### config.mk
export PLATFORM = sky130hd
export DESIGN_NAME = base64_stream_decoder_top
export DESIGN_NICKNAME = d
export VERILOG_FILES = /design/src/b64sd_pkg.sv /design/src/b64sd_char_map.sv /design/src/base64_stream_decoder_top.sv
export SDC_FILE = /design/constraint.sdc
export NUM_CORES = 1
export LEC_CHECK = 0
export BUFFER_PORTS_ARGS = -buffer_cell sky130_fd_sc_hd__buf_2
export CORE_MARGIN = 4
export CORE_UTILIZATION = 30
export CTS_BUF_LIST = sky130_fd_sc_hd__clkbuf_4 sky130_fd_sc_hd__clkbuf_8
export CTS_CLUSTER_SIZE = 24
export DETAILED_ROUTE_END_ITERATION = 8
export PLACE_DENSITY_LB_ADDON = 0.08
export SLEW_MARGIN = 10
export SYNTH_ARGS = -nofsm -noshare
export SYNTH_HDL_FRONTEND = slang
export SYNTH_HIERARCHICAL = 1
export SYNTH_SLANG_ARGS = --single-unit
### constraint.sdc
create_clock -name clock -period 9.25 [get_ports clock]
set_clock_uncertainty 0.1 [all_clocks]
set_input_delay 0.925 -clock clock [delete_from_list [all_inputs] [get_ports clock]]
set_output_delay 0.925 -clock clock [all_outputs]
set_load 0.05 [all_outputs]
### src/b64sd_pkg.sv
// Shared types, constants and helpers for the base64 stream decoder.
`timescale 1ns / 1ps

package b64sd_pkg;

   // Field and register widths
   localparam int CHAR_W      = 8;
   localparam int VAL_W       = 6;
   localparam int BYTE_W      = 8;
   localparam int TOTAL_W     = 24;
   localparam int LIMIT_W     = 24;
   localparam int CSR_IDX_W   = 8;
   localparam int CSR_DATA_W  = 24;
   localparam int COUNT_WIDTH = 24;

   // Compare width: holds the count, the limit and the count plus up to three
   localparam int CMP_W = 34;
   localparam logic [CMP_W-1:0] COUNT_MAX = (CMP_W'(1) << COUNT_WIDTH) - CMP_W'(1);

   // Register indexes on the csr port
   localparam logic [CSR_IDX_W-1:0] REG_SYMBOL_SIXTY_TWO   = 8'd0;
   localparam logic [CSR_IDX_W-1:0] REG_SYMBOL_SIXTY_THREE = 8'd1;
   localparam logic [CSR_IDX_W-1:0] REG_PAD_SYMBOL         = 8'd2;
   localparam logic [CSR_IDX_W-1:0] REG_OUTPUT_LIMIT       = 8'd3;

   // Register reset values
   localparam logic [CHAR_W-1:0]  RST_SIXTY_TWO   = 8'd43;   // '+'
   localparam logic [CHAR_W-1:0]  RST_SIXTY_THREE = 8'd47;   // '/'
   localparam logic [CHAR_W-1:0]  RST_PAD         = 8'd61;   // '='
   localparam logic [LIMIT_W-1:0] RST_LIMIT       = 24'hFF_FFFF;

   // Alphabet ranges
   localparam logic [CHAR_W-1:0] CHAR_UPPER_A = 8'h41;
   localparam logic [CHAR_W-1:0] CHAR_UPPER_Z = 8'h5A;
   localparam logic [CHAR_W-1:0] CHAR_LOWER_A = 8'h61;
   localparam logic [CHAR_W-1:0] CHAR_LOWER_Z = 8'h7A;
   localparam logic [CHAR_W-1:0] CHAR_DIGIT_0 = 8'h30;
   localparam logic [CHAR_W-1:0] CHAR_DIGIT_9 = 8'h39;
   localparam logic [VAL_W-1:0]  VAL_LOWER_BASE = 6'd26;
   localparam logic [VAL_W-1:0]  VAL_DIGIT_BASE = 6'd52;
   localparam logic [VAL_W-1:0]  VAL_SIXTY_TWO  = 6'd62;
   localparam logic [VAL_W-1:0]  VAL_SIXTY_THREE = 6'd63;

   // Bit masks for splitting a group into bytes
   localparam logic [VAL_W-1:0] MASK_HI2  = 6'h30;
   localparam logic [VAL_W-1:0] MASK_MID4 = 6'h3C;
   localparam logic [VAL_W-1:0] MASK_LO4  = 6'h0F;
   localparam logic [VAL_W-1:0] MASK_LO2  = 6'h03;

   // Configurable symbols
   typedef struct packed {
      logic [CHAR_W-1:0] sixty_two;
      logic [CHAR_W-1:0] sixty_three;
      logic [CHAR_W-1:0] pad;
   } sym_cfg_type;

   // Decoded character
   typedef struct packed {
      logic              stop;
      logic [VAL_W-1:0]  value;
   } char_code_type;

   typedef logic [VAL_W-1:0]  group_type [4];
   typedef logic [BYTE_W-1:0] bytes_type [3];

   // Four 6-bit values to three bytes
   function automatic bytes_type group_bytes(input group_type g);
      bytes_type b;
      logic [VAL_W-1:0] m1;
      logic [VAL_W-1:0] m2;
      logic [VAL_W-1:0] m3;
      logic [VAL_W-1:0] m4;
      m1 = (g[1] & MASK_HI2) >> 4;
      m2 = g[1] & MASK_LO4;
      m3 = (g[2] & MASK_MID4) >> 2;
      m4 = g[2] & MASK_LO2;
      b[0] = {g[0], m1[1:0]};
      b[1] = {m2[3:0], m3[3:0]};
      b[2] = {m4[1:0], g[3]};
      return b;
   endfunction

endpackage

### src/b64sd_char_map.sv
// Character to 6-bit value map with configurable symbols and pad.
`timescale 1ns / 1ps

module b64sd_char_map (
   input  logic [b64sd_pkg::CHAR_W-1:0] in_char,
   input  b64sd_pkg::sym_cfg_type       sym_cfg,
   output b64sd_pkg::char_code_type     code
);

   // Pad wins over everything, letters and digits over the symbols
   always_comb begin
      code.stop  = 1'b0;
      code.value = '0;
      if (in_char == sym_cfg.pad) begin
         code.stop = 1'b1;
      end else if (in_char inside {[b64sd_pkg::CHAR_UPPER_A : b64sd_pkg::CHAR_UPPER_Z]}) begin
         code.value = b64sd_pkg::VAL_W'(in_char - b64sd_pkg::CHAR_UPPER_A);
      end else if (in_char inside {[b64sd_pkg::CHAR_LOWER_A : b64sd_pkg::CHAR_LOWER_Z]}) begin
         code.value = b64sd_pkg::VAL_W'(in_char - b64sd_pkg::CHAR_LOWER_A)
                      + b64sd_pkg::VAL_LOWER_BASE;
      end else if (in_char inside {[b64sd_pkg::CHAR_DIGIT_0 : b64sd_pkg::CHAR_DIGIT_9]}) begin
         code.value = b64sd_pkg::VAL_W'(in_char - b64sd_pkg::CHAR_DIGIT_0)
                      + b64sd_pkg::VAL_DIGIT_BASE;
      end else if (in_char == sym_cfg.sixty_two) begin
         code.value = b64sd_pkg::VAL_SIXTY_TWO;
      end else if (in_char == sym_cfg.sixty_three) begin
         code.value = b64sd_pkg::VAL_SIXTY_THREE;
      end else begin
         code.stop = 1'b1;
      end
   end

endmodule

### src/base64_stream_decoder_top.sv
// Base64 stream decoder: input register, decode, result buffer, output sequencing.
// An accepted item is decoded in the cycle after acceptance, from the input register; its first
//   result shows on rsp_ once the item is written into the result buffer, when that buffer is free.
// Throughput: one item per cycle while items give at most one result and rsp_ready is high;
//   an item with k results holds the result buffer until all k are taken, at most one per cycle.
// Reset (synchronous, active high) clears the group, counters and buffers and returns
//   the registers to '+', '/', '=' and a limit of 0xFFFFFF.
`timescale 1ns / 1ps

module base64_stream_decoder_top (
   input  logic                              clock,
   input  logic                              reset,
   // input items
   input  logic                              req_valid,
   output logic                              req_ready,
   input  logic [b64sd_pkg::CHAR_W-1:0]      req_in_char,
   input  logic                              req_end_of_string,
   // result items
   output logic                              rsp_valid,
   input  logic                              rsp_ready,
   output logic [b64sd_pkg::BYTE_W-1:0]      rsp_out_byte,
   output logic                              rsp_is_data,
   output logic                              rsp_run_last,
   output logic                              rsp_stream_done,
   output logic                              rsp_overflow_error,
   output logic [b64sd_pkg::TOTAL_W-1:0]     rsp_byte_total,
   // register writes
   input  logic                              csr_valid,
   output logic                              csr_ready,
   input  logic [b64sd_pkg::CSR_IDX_W-1:0]   csr_index,
   input  logic [b64sd_pkg::CSR_DATA_W-1:0]  csr_data
);

   localparam int CW = b64sd_pkg::COUNT_WIDTH;
   localparam int XW = b64sd_pkg::CMP_W;

   // Configuration registers
   b64sd_pkg::sym_cfg_type              sym_ff;
   logic [b64sd_pkg::LIMIT_W-1:0]       limit_ff;

   // Input register
   logic                                in_valid_ff;
   logic [b64sd_pkg::CHAR_W-1:0]        in_char_ff;
   logic                                in_eos_ff;

   // Decoder state
   logic [b64sd_pkg::VAL_W-1:0]         vals_ff [3];
   logic [1:0]                          fill_ff;
   logic                                stopped_ff;
   logic [CW-1:0]                       count_ff;
   logic                                ovf_ff;

   // Result buffer
   logic [b64sd_pkg::BYTE_W-1:0]        buf_byte_ff [3];
   logic [1:0]                          buf_nbytes_ff;
   logic [CW-1:0]                       buf_base_ff;
   logic                                buf_data_ovf_ff;
   logic                                buf_done_ovf_ff;
   logic [1:0]                          buf_ptr_ff;
   logic [2:0]                          buf_left_ff;

   b64sd_pkg::char_code_type            code;
   logic                                take;
   logic                                buf_free;
   logic                                process;
   logic                                take_char;
   logic                                full;
   logic [b64sd_pkg::VAL_W-1:0]         vals_upd [3];
   logic [1:0]                          fill_after;
   b64sd_pkg::group_type                grp;
   b64sd_pkg::bytes_type                bytes;
   logic [1:0]                          n_cand;
   logic [1:0]                          n_emit;
   logic [XW-1:0]                       count_x;
   logic [XW-1:0]                       cap_x;
   logic [2:0]                          room_ok;
   logic                                ovf_after;
   logic [CW-1:0]                       count_after;
   logic [XW-1:0]                       total_x;

   b64sd_char_map u_char_map (
      .in_char (in_char_ff),
      .sym_cfg (sym_ff),
      .code    (code)
   );

   // Handshakes
   assign csr_ready = 1'b1;
   assign rsp_valid = (buf_left_ff != 3'd0);
   assign take      = rsp_valid && rsp_ready;
   assign buf_free  = (buf_left_ff == 3'd0) || ((buf_left_ff == 3'd1) && take);
   assign process   = in_valid_ff && buf_free;
   assign req_ready = !in_valid_ff || process;

   // Decode of the registered item
   always_comb begin
      take_char = !stopped_ff && !code.stop;
      full      = take_char && (fill_ff == 2'd3);
      vals_upd  = vals_ff;
      if (take_char && !full) begin
         vals_upd[fill_ff] = code.value;
      end
      if (full) begin
         fill_after = 2'd0;
      end else if (take_char) begin
         fill_after = 2'(fill_ff + 2'd1);
      end else begin
         fill_after = fill_ff;
      end
      // full group, or the partial group on end of string (zeros beyond the fill)
      if (full) begin
         grp[0] = vals_ff[0];
         grp[1] = vals_ff[1];
         grp[2] = vals_ff[2];
         grp[3] = code.value;
      end else begin
         grp[0] = vals_upd[0];
         grp[1] = vals_upd[1];
         grp[2] = vals_upd[2];
         grp[3] = '0;
      end
      bytes = b64sd_pkg::group_bytes(grp);
      if (full) begin
         n_cand = 2'd3;
      end else if (in_eos_ff && (fill_after > 2'd1)) begin
         n_cand = 2'(fill_after - 2'd1);
      end else begin
         n_cand = 2'd0;
      end
   end

   // Limit check: bytes are kept while the count stays below the cap
   always_comb begin
      count_x = XW'(count_ff);
      cap_x   = (XW'(limit_ff) < b64sd_pkg::COUNT_MAX) ? XW'(limit_ff)
                                                        : b64sd_pkg::COUNT_MAX;
      for (int i = 0; i < 3; i++) begin
         room_ok[i] = (count_x + XW'(i)) < cap_x;
      end
      n_emit = 2'd0;
      for (int i = 0; i < 3; i++) begin
         if ((2'(i) < n_cand) && room_ok[i]) begin
            n_emit = 2'(i + 1);
         end
      end
      ovf_after   = ovf_ff || (n_emit != n_cand);
      count_after = count_ff + CW'(n_emit);
   end

   // Configuration writes
   always_ff @(posedge clock) begin
      if (reset) begin
         sym_ff.sixty_two   <= b64sd_pkg::RST_SIXTY_TWO;
         sym_ff.sixty_three <= b64sd_pkg::RST_SIXTY_THREE;
         sym_ff.pad         <= b64sd_pkg::RST_PAD;
         limit_ff           <= b64sd_pkg::RST_LIMIT;
      end else if (csr_valid && csr_ready) begin
         case (csr_index)
            b64sd_pkg::REG_SYMBOL_SIXTY_TWO:   sym_ff.sixty_two   <= csr_data[7:0];
            b64sd_pkg::REG_SYMBOL_SIXTY_THREE: sym_ff.sixty_three <= csr_data[7:0];
            b64sd_pkg::REG_PAD_SYMBOL:         sym_ff.pad         <= csr_data[7:0];
            b64sd_pkg::REG_OUTPUT_LIMIT:       limit_ff           <= csr_data;
            default: begin
            end
         endcase
      end
   end

   // Input register
   always_ff @(posedge clock) begin
      if (reset) begin
         in_valid_ff <= 1'b0;
      end else if (req_ready) begin
         in_valid_ff <= req_valid;
      end
      if (req_valid && req_ready) begin
         in_char_ff <= req_in_char;
         in_eos_ff  <= req_end_of_string;
      end
   end

   // Decoder state; end of string rearms for the next string
   always_ff @(posedge clock) begin
      if (reset) begin
         for (int i = 0; i < 3; i++) vals_ff[i] <= '0;
         fill_ff    <= 2'd0;
         stopped_ff <= 1'b0;
         count_ff   <= '0;
         ovf_ff     <= 1'b0;
      end else if (process) begin
         if (in_eos_ff) begin
            for (int i = 0; i < 3; i++) vals_ff[i] <= '0;
            fill_ff    <= 2'd0;
            stopped_ff <= 1'b0;
            count_ff   <= '0;
            ovf_ff     <= 1'b0;
         end else begin
            for (int i = 0; i < 3; i++) vals_ff[i] <= full ? '0 : vals_upd[i];
            fill_ff    <= fill_after;
            stopped_ff <= stopped_ff || code.stop;
            count_ff   <= count_after;
            ovf_ff     <= ovf_after;
         end
      end
   end

   // Result buffer: kept bytes, then the done item on end of string
   always_ff @(posedge clock) begin
      if (reset) begin
         buf_ptr_ff  <= 2'd0;
         buf_left_ff <= 3'd0;
      end else if (process) begin
         buf_ptr_ff  <= 2'd0;
         buf_left_ff <= 3'(n_emit) + 3'(in_eos_ff);
      end else if (take) begin
         buf_ptr_ff  <= 2'(buf_ptr_ff + 2'd1);
         buf_left_ff <= 3'(buf_left_ff - 3'd1);
      end
      if (process) begin
         for (int i = 0; i < 3; i++) buf_byte_ff[i] <= bytes[i];
         buf_nbytes_ff   <= n_emit;
         buf_base_ff     <= count_ff;
         buf_data_ovf_ff <= ovf_ff;
         buf_done_ovf_ff <= ovf_after;
      end
   end

   // Output fields of the current buffer entry
   always_comb begin
      rsp_run_last = (buf_left_ff == 3'd1);
      if (buf_ptr_ff < buf_nbytes_ff) begin
         case (buf_ptr_ff)
            2'd0:    rsp_out_byte = buf_byte_ff[0];
            2'd1:    rsp_out_byte = buf_byte_ff[1];
            default: rsp_out_byte = buf_byte_ff[2];
         endcase
         rsp_is_data        = 1'b1;
         rsp_stream_done    = 1'b0;
         rsp_overflow_error = buf_data_ovf_ff;
         total_x            = XW'(buf_base_ff) + XW'(buf_ptr_ff) + XW'(1);
      end else begin
         rsp_out_byte       = '0;
         rsp_is_data        = 1'b0;
         rsp_stream_done    = 1'b1;
         rsp_overflow_error = buf_done_ovf_ff;
         total_x            = XW'(buf_base_ff) + XW'(buf_nbytes_ff);
      end
      rsp_byte_total = total_x[b64sd_pkg::TOTAL_W-1:0];
   end

   // Checks
   a_buf_depth: assert property (@(posedge clock) disable iff (reset)
      buf_left_ff <= 3'd4)
      else $error("result buffer holds more than four items");

   a_done_last: assert property (@(posedge clock) disable iff (reset)
      rsp_valid && rsp_stream_done |-> rsp_run_last)
      else $error("done item is not the last of its input");

   a_rearm: assert property (@(posedge clock) disable iff (reset)
      process && in_eos_ff |=> (fill_ff == 2'd0) && !stopped_ff && (count_ff == '0))
      else $error("decoder not rearmed after end of string");

   a_in_hold: assert property (@(posedge clock) disable iff (reset)
      in_valid_ff && !process |=> in_valid_ff && $stable(in_char_ff))
      else $error("pending item lost from input register");

endmodule

======== Word level (Yosys, flattened, before mapping) ========
Memory sizes are Yosys's and may differ from the RTL's.
Cells that the tools add are included.
word-level totals
  memories ................................ 1
  word-level logic and storage cells ...... 141
  output and inout port bits .............. 39
  RAM bits ................................ 24
  bits of input ports ..................... 46
  flip-flop bits (word level) ............. 137
memory list
  name         depth  width  rd ports  clocked after memory_dff  wr ports  RTL line                         text
  buf_byte_ff  3      8      3         0                         3         base64_stream_decoder_top.sv:54  logic [b64sd_pkg::BYTE_W-1:0] buf_byte_ff [3];
cells by class
  muxes and demuxes ....................... 43
  bitwise gates (word level) .............. 1
  equal/unequal tests ..................... 10
  reduce and logical (&&, ||, !) cells .... 33
  $lt $le $gt $ge ......................... 17
  add/sub/neg operators ................... 16
operators by type and width
  cell                                                            count
  two-way mux 24 bit                                              4
  adder 24 x 2 -> 24 bit                                          3
  two-way mux 6 bit                                               10
  less-than comparator 25 x 24 -> 1 bit                           2
  two-way mux 18 bit                                              2
  adder 24 x 1 -> 25 bit, second input constant                   1
  adder 24 x 2 -> 25 bit, second input constant                   1
  adder 24 x 1 -> 24 bit, second input constant                   1
  equality test 8 bit                                             3
  less-than comparator 24 bit                                     1
  less-than comparator 24 bit, second input constant              1
  bitwise mux 18 bit                                              1
  equality test 8 x 2 -> 1 bit, second input constant             2
  >= comparator 8 x 7 -> 1 bit, second input constant             2
  less-or-equal comparator 8 x 7 -> 1 bit, second input constant  2
  one-hot mux 8 bit (2 select lines)                              1
  logical AND 1 bit                                               15
  two-way mux 1 bit                                               14
  two-way mux 2 bit                                               7
  demux 6 bit (select 2 bit)                                      1
  subtractor 6 bit, second input constant                         2
  equality test 8 x 1 -> 1 bit, second input constant             1
  >= comparator 8 x 6 -> 1 bit, second input constant             1
  less-or-equal comparator 8 x 6 -> 1 bit, second input constant  1
  other kinds (29)                                                41

======== Logic depth before layout (Yosys ltp) ========
Gate-level depths: netlist of run 1.
  depth in word-level cells ............... 23
  mapped depth ............................ 26
  mapped depth without buffers ............ 23

======== Cells and area by module ========
Netlist of run 1, hierarchy kept.
by module, submodules not included
  module                     seq. area each (um^2)  cells an instance  instances  area each (um^2)
  base64_stream_decoder_top  3833.7                 1014               1          9574.2
  b64sd_char_map             0.0                    118                1          915.9

======== Worst setup path after synthesis of run 1 ========
OpenSTA, ideal clock, no wires.
  kind .................................... register to register
  start point ............................. reg count_ff[1]
  end point ............................... reg count_ff[16]
  setup time .............................. 117 ps
  required time ........................... 9033 ps
  buffers on the path ..................... 2
  clock period less this slack ............ 4655 ps
  cell stages (with the launch flop) ...... 25
  data arrival time ....................... 4438 ps
  path slack .............................. 4595 ps
  path through ............................ dfxtp_1 -> ha_1 -> nand3_1 -> nor2_1 -> and3_1 -> buf_2 -> and3_1 -> buf_2 -> nand2_1 -> xnor2_1 -> ha_1 -> and4_1 -> nand2_1 -> a21o_1 -> a211oi_1 -> o2111ai_1 -> nand2_1 -> a21o_1 -> ha_1 -> inv_1 -> fa_1 -> nor4_1 -> nor2b_1 -> xnor2_1 -> nor2_1
between the ends
  cells in the longest elaborated chain, start to end .. 7
  elaborated cells on any way between the ends .. 13
  those cells by class .................... 3 x add/sub; 3 x order compare; 4 x mux; 3 x reduce/logical
ends and longest elaborated chain
  what                                                                        RTL line                                                            text
  from (decl)                                                                 base64_stream_decoder_top.sv:50                                     logic [CW-1:0] count_ff;
  from (signal assigned)                                                      base64_stream_decoder_top.sv:201                                    count_ff <= count_after;
  adder 24 x 1 -> 25 bit or less-than comparator 24 bit (tied branches)       base64_stream_decoder_top.sv:138                                    room_ok[i] = (count_x + XW'(i)) < cap_x;
  less-than comparator 25 x 24 -> 1 bit or logical AND 1 bit (tied branches)  base64_stream_decoder_top.sv:138, base64_stream_decoder_top.sv:142
  logical AND 1 bit or two-way mux 1 bit (tied branches)                      base64_stream_decoder_top.sv:142                                    if ((2'(i) < n_cand) && room_ok[i]) begin
  two-way mux 2 bit                                                           base64_stream_decoder_top.sv:142
  two-way mux 2 bit *                                                         base64_stream_decoder_top.sv:142
  net n_emit[0]                                                               base64_stream_decoder_top.sv:73                                     logic [1:0] n_emit;
  adder 24 x 2 -> 24 bit *                                                    base64_stream_decoder_top.sv:147                                    count_after = count_ff + CW'(n_emit);
  two-way mux 24 bit *                                                        base64_stream_decoder_top.sv:191                                    if (in_eos_ff) begin
The timed path passes the listed nets; every way through them passes the cells marked *.
A chain may end at the register's enable or synchronous reset.

==> summary.txt, run 1 <==
DR iter-0 viols -> 520
Placed Area -> 0.0111 mm²
largest cells by area after synthesis -> dfxtp_1 (19%), edfxtp_1 (17%), ha_1 (10%)
worst setup margin -> 3040 ps
io pins -> 85
routed wire length -> 28.9 mm
Post-synth ARST share -> 0%
CP peak stage delay -> 1080 ps
total gr overflow -> 0
Tmin final -> 6210 ps
CTS tree -> yes
gr usage total -> 15.3%
first-pass GRT wire length -> 47.1 mm
Final nets -> 1,306
H-tree Lvls -> 4
design area -> 0.0115 mm²
Power Density -> 187 mW/mm²
Yosys top cell area share -> 19.1%
Lkg Pwr -> 5.02 nW
die width -> 195 µm
Post-CTS Hold Buffers -> 0
Net Count, Synth -> 1,266
hold_ws -> 372 ps
Worst-Skew Late Latency -> 470 ps
clock sinks -> 161
crit share post-route -> 67.1%
worst min path class -> reg2reg
top cell type by total area after synthesis -> dfxtp_1
max-cap viol count -> 0
largest net degree at the start of global routing -> 62
drc violations -> 0
slowest cell on the critical path -> a2111oi_0
critical path endpoint category -> flip-flop
status -> finished clean
RSZ-0062 raised after global routing -> no
Slew HR -> 17.0%
DR WL met3 -> 1.07 mm
post-CTS sizing -> 0
Sum Neg Setup Slack -> 0 ps
CP Class -> reg2reg
Post-CTS Repair Setup Buffers -> 0
initial antenna violation count -> 0
Clock Tree Root -> clkbuf_8
core area -> 0.0345 mm²
Ys Warns -> 6
register area share after synthesis -> 36.5%
die area -> 0.0380 mm²
Main synth FF type -> dfxtp_1
Synth Area per Inst -> 9.27 µm²
Row Count -> 68
Final Max Tran Viols -> 0
Worst Path Arrival -> 6440 ps
Die Span Y -> 195 µm
DRT Pass-1 Iters -> 7
Yosys cell types -> 87
EDFF count, synth -> 61
ANT nets after route -> 0
Area Overhead vs Synth -> 10.1%
RD Place Congestion -> 0.906
Worst VDD drop -> 157 µV
routed length per placed instance -> 17.6 µm
via count -> 8,059
worst-case clock buffer depth -> 2
DRT met1 WL -> 15.7 mm
TritonCTS Buffers -> 17
f_max -> 161 MHz
Synth top cells by count -> nand2_1 (138), dfxtp_1 (100), ha_1 (85)
most common cell in the netlist -> nand2_1
# port buffers -> 83
met2 WL -> 11.6 mm
count of state elements after synthesis -> 161
Critical Path Fanout Max -> 15
initial cell density of the core -> 30.4%
top layer used by detailed routing -> met4
Setup crit start kind -> flip-flop
Hold Fails Final Rpt -> 0
Detailed Place HPWL -> 21.9 mm
CP Data Required Time -> 9480 ps
Worst-Margin Slew -> 1210 ps
final setup fails -> 0
vias in the first global route -> 8,094
critical-path cell list -> inv_1 -> ha_1 -> a21o_4 -> nand2_1 -> o2111ai_1 -> nand2_2 -> o22ai_1 -> nor2_1 -> buf_4 -> nand2_1 -> o22ai_1 -> a2111oi_0 -> nand2_1 -> nor2_1 -> a21o_1 -> ha_1 -> inv_1 -> fa_1 -> nor2_1 -> nor4b_2 -> nand2_1 -> xor2_1 -> nor2_1
Mapped Area -> 0.0105 mm²
antenna cell count -> 0
fraction of layout cells with a size suffix above 1 -> 14.1%
clk slew on worst S/H paths -> 110 ps
Total Power -> 2.16 mW
via/cell ratio -> 4.91
pre-CTS setup slack -> 3080 ps
Cells after Synth -> 1,132
## final timing paths
check / slack (ps) / depth (start not counted) / to / startpoint
max: 3040 / 23 / count_ff[22]$_SDFFE_PP0P_ / in_char_ff[2]$_DFFE_PP_
min: 370 / 2 / limit_ff[12]$_SDFFE_PP1P_ / limit_ff[12]$_SDFFE_PP1P_
max reg2reg: 3040 / 23 / count_ff[22]$_SDFFE_PP0P_ / in_char_ff[2]$_DFFE_PP_
min reg2reg: 370 / 2 / limit_ff[12]$_SDFFE_PP1P_ / limit_ff[12]$_SDFFE_PP1P_
## area by class of cell
cell class	instances	area, µm²
Timing Repair Buffer	86	438
Tap cell	455	569
Clock inverter	15	170
Fill cell	3723	23000
Clock buffer	17	234
Sequential cell	161	3830
Multi-Input combinational cell	841	6060
Inverter	65	244
## critical path: cells and delay by family (launching register included)
kind	cells	cell delay, ps
AO/OA/AOI/OAI	6	2420
AND/OR/NAND/NOR	10	1430
adder cells (fa/ha/maj)	3	840
flip-flops	1	660
buffers and inverters	3	480
XOR/XNOR	1	150
## power by group
part / leakage, nW / switching [mW] / internal (mW)
clock: 0.193 / 0.317 / 0.227
sequential: 1.39 / 0.0597 / 0.819
combinational: 3.43 / 0.544 / 0.193
total: 5.02 / 0.921 / 1.24
## sequential cells by signal, summed over array words and instances (netlist names), 2 cells and up
signal / flops
buf_left_ff: 3
vals_ff: 18
fill_ff: 2
buf_ptr_ff: 2
buf_base_ff: 24
buf_byte_ff: 24
buf_nbytes_ff: 2
sym_ff: 24
count_ff: 24
in_char_ff: 8
limit_ff: 24
## per-stage QoR
step                      utilization, %  std cells
after floorplan                        -       1132
after global placement              32.3       1608
after detailed placement            32.3       1608
after CTS                           33.4       1640
after global routing                33.4       1640
final                               33.4       1640
## cells by family after synthesis
kind of cell | synth area share (%)
buf+inv | 5.71
fa+ha+maj | 11.0
mux | 2.89
simple gates | 20.1
xor+xnor | 9.85
compound gates | 13.9
other cells | 0.0357
flops | 36.5
## routing by layer
| layer | track usage (%) | up-vias |
|---|---|---|
| met5 | 0 | - |
| met2 | 21.5 | 165 |
| met4 | 4.22 | 0 |
| li1 | - | 4099 |
| met1 | 23.9 | 3771 |
| met3 | 2.55 | 24 |
## placed cells by master, fill, tap and decap left out, drive strengths merged, types with 4 or more instances in the layout
cell / count
nand2: 141
dfxtp: 100
buf: 86
ha: 85
nor2: 82
inv: 72
xnor2: 71
edfxtp: 61
xor2: 47
a21oi: 45
nand3: 34
nand3b: 27
nand4: 27
o21ai: 25
a22o: 19
a21o: 19
nor3: 19
and3: 18
mux2: 18
a211o: 17
clkbuf: 17
and2: 12
nor4: 12
nor2b: 10
mux2i: 10
a22oi: 9
a211oi: 8
and4: 7
a221oi: 7
o22ai: 5
o2111ai: 5
o211ai: 5
clkinvlp: 4
or3: 4
a2111oi: 4
Note: power is estimated with default switching activity, not from simulation.
==> run 2: changes to the inputs <==
clock period = 5.8 ns   (was 9.25 ns; I/O delays follow)
==> run 2 against run 1 <==
First-iteration DRC count shrank 6.5%. Via count grew 2.1%. Worst hold slack lost 200 ps. Sequential share of layout area shrank 0.49 points. Global-route usage grew 0.13 points. Power grew 58%. Die area is the same. Non-clock buffer count grew 24. Design area grew 1.5%. Clock power grew 52%. Routed wire length grew 1.2%. Sequential cell count is the same.
==> summary.txt, run 2 (synthesis results as in run 1) <==
H-tree Lvls -> 4
power share of the combinational group -> 35.1%
Internal -> 1.94 mW
critical path endpoint category -> flip-flop
Setup crit start kind -> flip-flop
Slew HR -> 20.0%
fraction of layout cells with a size suffix above 1 -> 15.9%
crit share post-route -> 92.6%
vias in the first global route -> 8,181
clock sinks -> 161
RSZ-0062 raised after global routing -> no
commonest non-fill, non-tap cell in the layout -> nand2_1
first-pass GRT wire length -> 47.3 mm
part of the power in registers -> 40.6%
routed length per placed instance -> 17.6 µm
RD Place Congestion -> 0.831
Critical Path Fanout Max -> 10
initial antenna violation count -> 0
DRT Pass-1 Iters -> 5
TritonCTS Buffers -> 17
Tmin final -> 5370 ps
initial cell density of the core -> 30.4%
f_max -> 186 MHz
# fillers -> 3,669
max-cap viol count -> 0
Detailed Place HPWL -> 22.2 mm
fin util -> 33.9%
largest net degree at the start of global routing -> 62
io pins -> 85
CTS tree -> yes
worst-case clock buffer depth -> 2
Total Power -> 3.42 mW
Row Count -> 68
total gr overflow -> 0
Most Crowded Layer GR -> met1
M1 GR Usage -> 23.9%
via count -> 8,230
die area -> 0.0380 mm²
CP Class -> reg2reg
hold_ws -> 171 ps
clk slew on worst S/H paths -> 110 ps
most frequent cells in the layout -> nand2_1 (138), dfxtp_1 (100), ha_1 (85), buf_2 (83), nor2_1 (81)
Final Max Tran Viols -> 0
antenna cell count -> 0
Post-CTS Hold Buffers -> 0
via/cell ratio -> 4.95
clock network power share -> 24.2%
core area -> 0.0345 mm²
Worst-Margin Slew -> 1190 ps
DR iter-0 viols -> 486
P_sw -> 1.48 mW
met3 Usage GRT -> 2.48%
ANT nets after route -> 0
Seq. cell area -> 0.00383 mm²
final setup fails -> 0
Area Overhead vs Synth -> 11.7%
Placed Area -> 0.0113 mm²
CP Data Required Time -> 6020 ps
design area -> 0.0117 mm²
Worst VDD drop -> 265 µV
fin cells -> 1,664
Sw Share -> 43.3%
Lkg Pwr -> 5.16 nW
Worst Path Arrival -> 5590 ps
pre-CTS setup slack -> 353 ps
Worst-Skew Late Latency -> 480 ps
Sum Neg Setup Slack -> 0 ps
die width -> 195 µm
Clock Tree Root -> clkbuf_8
multi-input gate area in the final layout -> 0.00608 mm²
Final nets -> 1,330
met2 Track Usage GR -> 22.3%
Hold Fails Final Rpt -> 0
Power Density -> 292 mW/mm²
Die Span Y -> 195 µm
drc violations -> 0
dpl cells -> 1,630
# port buffers -> 83
worst min path class -> in2reg
status -> finished clean
routed wire length -> 29.2 mm
gr usage total -> 15.4%
worst setup margin -> 430 ps
==> run 2: layer usage <==
layer	up-vias	wire length, µm
li1	4139	-
met1	3916	15700
met2	153	12200
met3	22	967
met4	0	355
met5	-	0
==> run 2: repair_timing <==
item / 4_1_cts / 5_1_grt
setup buffers: 0 / 2
resized for setup: 0 / 4
setup endpoints to repair: 0 / 14
==> run 2: final timing paths <==
check	startpoint	endpoint	slack, ps	cells past startpoint
worst min register to register	limit_ff[12]$_SDFFE_PP1P_	limit_ff[12]$_SDFFE_PP1P_	370	2
worst min-delay path	req_in_char[5]	in_char_ff[5]$_DFFE_PP_	170	1
worst max register to register	count_ff[4]$_SDFFE_PP0P_	count_ff[16]$_SDFFE_PP0P_	430	22
worst max-delay path	count_ff[4]$_SDFFE_PP0P_	count_ff[16]$_SDFFE_PP0P_	430	22
==> run 2: worst max-delay path: stages, from the launching register on <==
cell,delay [ps]
dfxtp_1,590
nand3_1,290
nor2_1,290
and3_1,220
and3_1,300
nand2_1,110
xnor2_1,140
ha_1,310
and4_1,270
nand2_1,80
a21o_1,150
a211oi_1,180
o2111ai_1,230
nand2_1,140
a21o_1,190
ha_1,190
inv_1,60
fa_1,410
nor4_1,430
buf_4,200
nor2b_1,150
xnor2_1,130
nor2_1,60
==> run 2: power groups by stage <==
stage / logic (mW) / registers [mW] / clock network (mW)
after floorplan: 0.931 / 1.38 / 0
after global placement: 1.22 / 1.42 / 0
after detailed placement: 1.21 / 1.42 / 0
after CTS: 1.22 / 1.39 / 0.874
after global routing: 1.32 / 1.40 / 0.917
final: 1.20 / 1.39 / 0.828
==> run 2: layout make-up <==
type                            instances  area share (%)
Tap cell                              455            4.86
Multi-Input combinational cell        841            51.9
Inverter                               65            2.08
Clock inverter                         15            1.20
Clock buffer                           17            2.00
Timing Repair Buffer                  110            5.27
Sequential cell                       161            32.7
==> run 3: changes to the inputs <==
CELL_PAD_IN_SITES_DETAIL_PLACEMENT = 0   (was default)
CELL_PAD_IN_SITES_GLOBAL_PLACEMENT = 1   (was default)
clock period = 5.65 ns   (was 5.8 ns; I/O delays follow)
==> run 3 against run 2 <==
Worst hold slack worse by 35 ps. Non-clock buffer count rose by 19. First-iteration DRC count is 10% lower. Core utilization rose by 0.46 points. Clock power grew 5.0%. Register-to-register slack gained 120 ps. Routed wire length up 4.5%. Combinational power rose by 4%.
==> summary.txt, run 3 (synthesis results as in run 1) <==
status -> finished clean
Tmin final -> 5100 ps
Worst Path Arrival -> 5360 ps
most frequent cells in the layout -> nand2_1 (138), dfxtp_1 (100), ha_1 (85), buf_2 (83), nor2_1 (81)
worst min path class -> in2reg
Setup crit start kind -> flip-flop
Hold Fails Final Rpt -> 0
initial antenna violation count -> 0
Row Count -> 68
core area -> 0.0345 mm²
first-pass GRT wire length -> 48.7 mm
clock sinks -> 161
total gr overflow -> 0
critical path endpoint category -> flip-flop
drc violations -> 0
Worst-Margin Slew -> 1190 ps
vias in the first global route -> 8,212
Slew HR -> 20.2%
max-cap viol count -> 0
# port buffers -> 83
Detailed Place HPWL -> 23.3 mm
routed length per placed instance -> 18.1 µm
CP Class -> reg2reg
via/cell ratio -> 4.88
dpl cells -> 1,649
Final nets -> 1,349
# fillers -> 3,686
Total Power -> 3.54 mW
startpoint of the worst register-to-register path -> in_char_ff[3]$_DFFE_PP_
ANT nets after route -> 0
CP startpoint -> in_char_ff[3]$_DFFE_PP_
final setup fails -> 0
Post-CTS Hold Buffers -> 0
Power Density -> 298 mW/mm²
DRT Pass-1 Iters -> 5
Worst VDD drop -> 176 µV
TritonCTS Buffers -> 17
Area Overhead vs Synth -> 13.2%
Sum Neg Setup Slack -> 0 ps
worst-case clock buffer depth -> 2
Die Span Y -> 195 µm
die area -> 0.0380 mm²
via count -> 8,219
io pins -> 85
CTS tree -> yes
routed wire length -> 30.5 mm
RSZ-0062 raised after global routing -> no
commonest non-fill, non-tap cell in the layout -> nand2_1
CP Data Required Time -> 5910 ps
RD Place Congestion -> 0.863
H-tree Lvls -> 4
antenna cell count -> 0
Clock Tree Root -> clkbuf_8
clk slew on worst S/H paths -> 100 ps
f_max -> 196 MHz
fraction of layout cells with a size suffix above 1 -> 17.2%
min-delay src -> req_in_char[7]
gr usage total -> 16.2%
Critical Path Fanout Max -> 9
largest net degree at the start of global routing -> 61
initial cell density of the core -> 30.4%
Final Max Tran Viols -> 0
Worst-Skew Late Latency -> 510 ps
DR iter-0 viols -> 436
crit share post-route -> 90.3%
Lkg Pwr -> 5.25 nW
die width -> 195 µm
fin cells -> 1,683
run 3: cell count changes in the layout (fill, tap and decap cells not counted), sizes merged:
cell and delta:
inv -2, clkinvlp -2, buf +19, clkinv +4
run 3: report_power, final:
group / total, mW / switching [mW] / internal, mW
Combinational: 1.25 / 0.923 / 0.327
Sequential: 1.42 / 0.0828 / 1.34
Clock: 0.869 / 0.536 / 0.333
Total: 3.54 / 1.54 / 2.00
run 3: critical path: stages (launching register included):
cell and delay [ps]:
edfxtp_1 590, inv_1 280, ha_1 190, inv_1 70, o211ai_4 210, o2111ai_1 280, nand2_2 180, o22ai_1 150
nor2_1 260, nand2_1 130, a211oi_1 280, o211ai_1 170, a41o_1 250, a21oi_1 180, a21o_1 130, ha_1 160
inv_1 50, fa_1 410, nor2_1 150, nor4b_2 420, nand2_1 120, xor2_1 150, nor2_1 50
run 3: timing repair:
action | 4_1_cts | 5_1_grt
buffers inserted | 0 | 2
gates resized for setup | 0 | 2
endpoints found under the setup margin | 0 | 13
run 3: stage by stage:
stage | setup slack [ps] | cell area (µm²) | hold slack (ps) | utilization (%)
2_1_floorplan | 995 | 10500 | 309 | -
5_1_grt | 127 | 11900 | 98.0 | 34.4
3_3_place_gp | 584 | 11400 | 351 | 33.1
4_1_cts | 409 | 11900 | 91.3 | 34.3
6_report | 547 | 11900 | 136 | 34.4
3_5_place_dp | 450 | 11400 | 358 | 33.1
run 3: cell type report:
cell class	count	area [µm²]	share of cell area (%)
Timing Repair Buffer	129	761	6.41
Multi-Input combinational cell	841	6060	51.1
Sequential cell	161	3830	32.3
Clock buffer	17	234	1.97
Clock inverter	15	170	1.43
Inverter	65	244	2.05
Tap cell	455	569	4.79
run 3: final timing paths:
kind         depth (start not counted)  slack (ps)                         to
max                                 22         550  count_ff[22]$_SDFFE_PP0P_
min                                  1         140    in_char_ff[7]$_DFFE_PP_
max reg2reg                         22         550  count_ff[22]$_SDFFE_PP0P_
min reg2reg                          2         370   limit_ff[6]$_SDFFE_PP1P_
run 3: routing by layer:
| layer | global-route usage [%] | routed length [µm] | vias up |
|---|---|---|---|
| met5 | 0 | 0 | - |
| met1 | 24.3 | 16200 | 3893 |
| met2 | 24.0 | 13100 | 124 |
| met3 | 2.48 | 827 | 25 |
| met4 | 4.55 | 460 | 0 |
| li1 | - | - | 4177 |
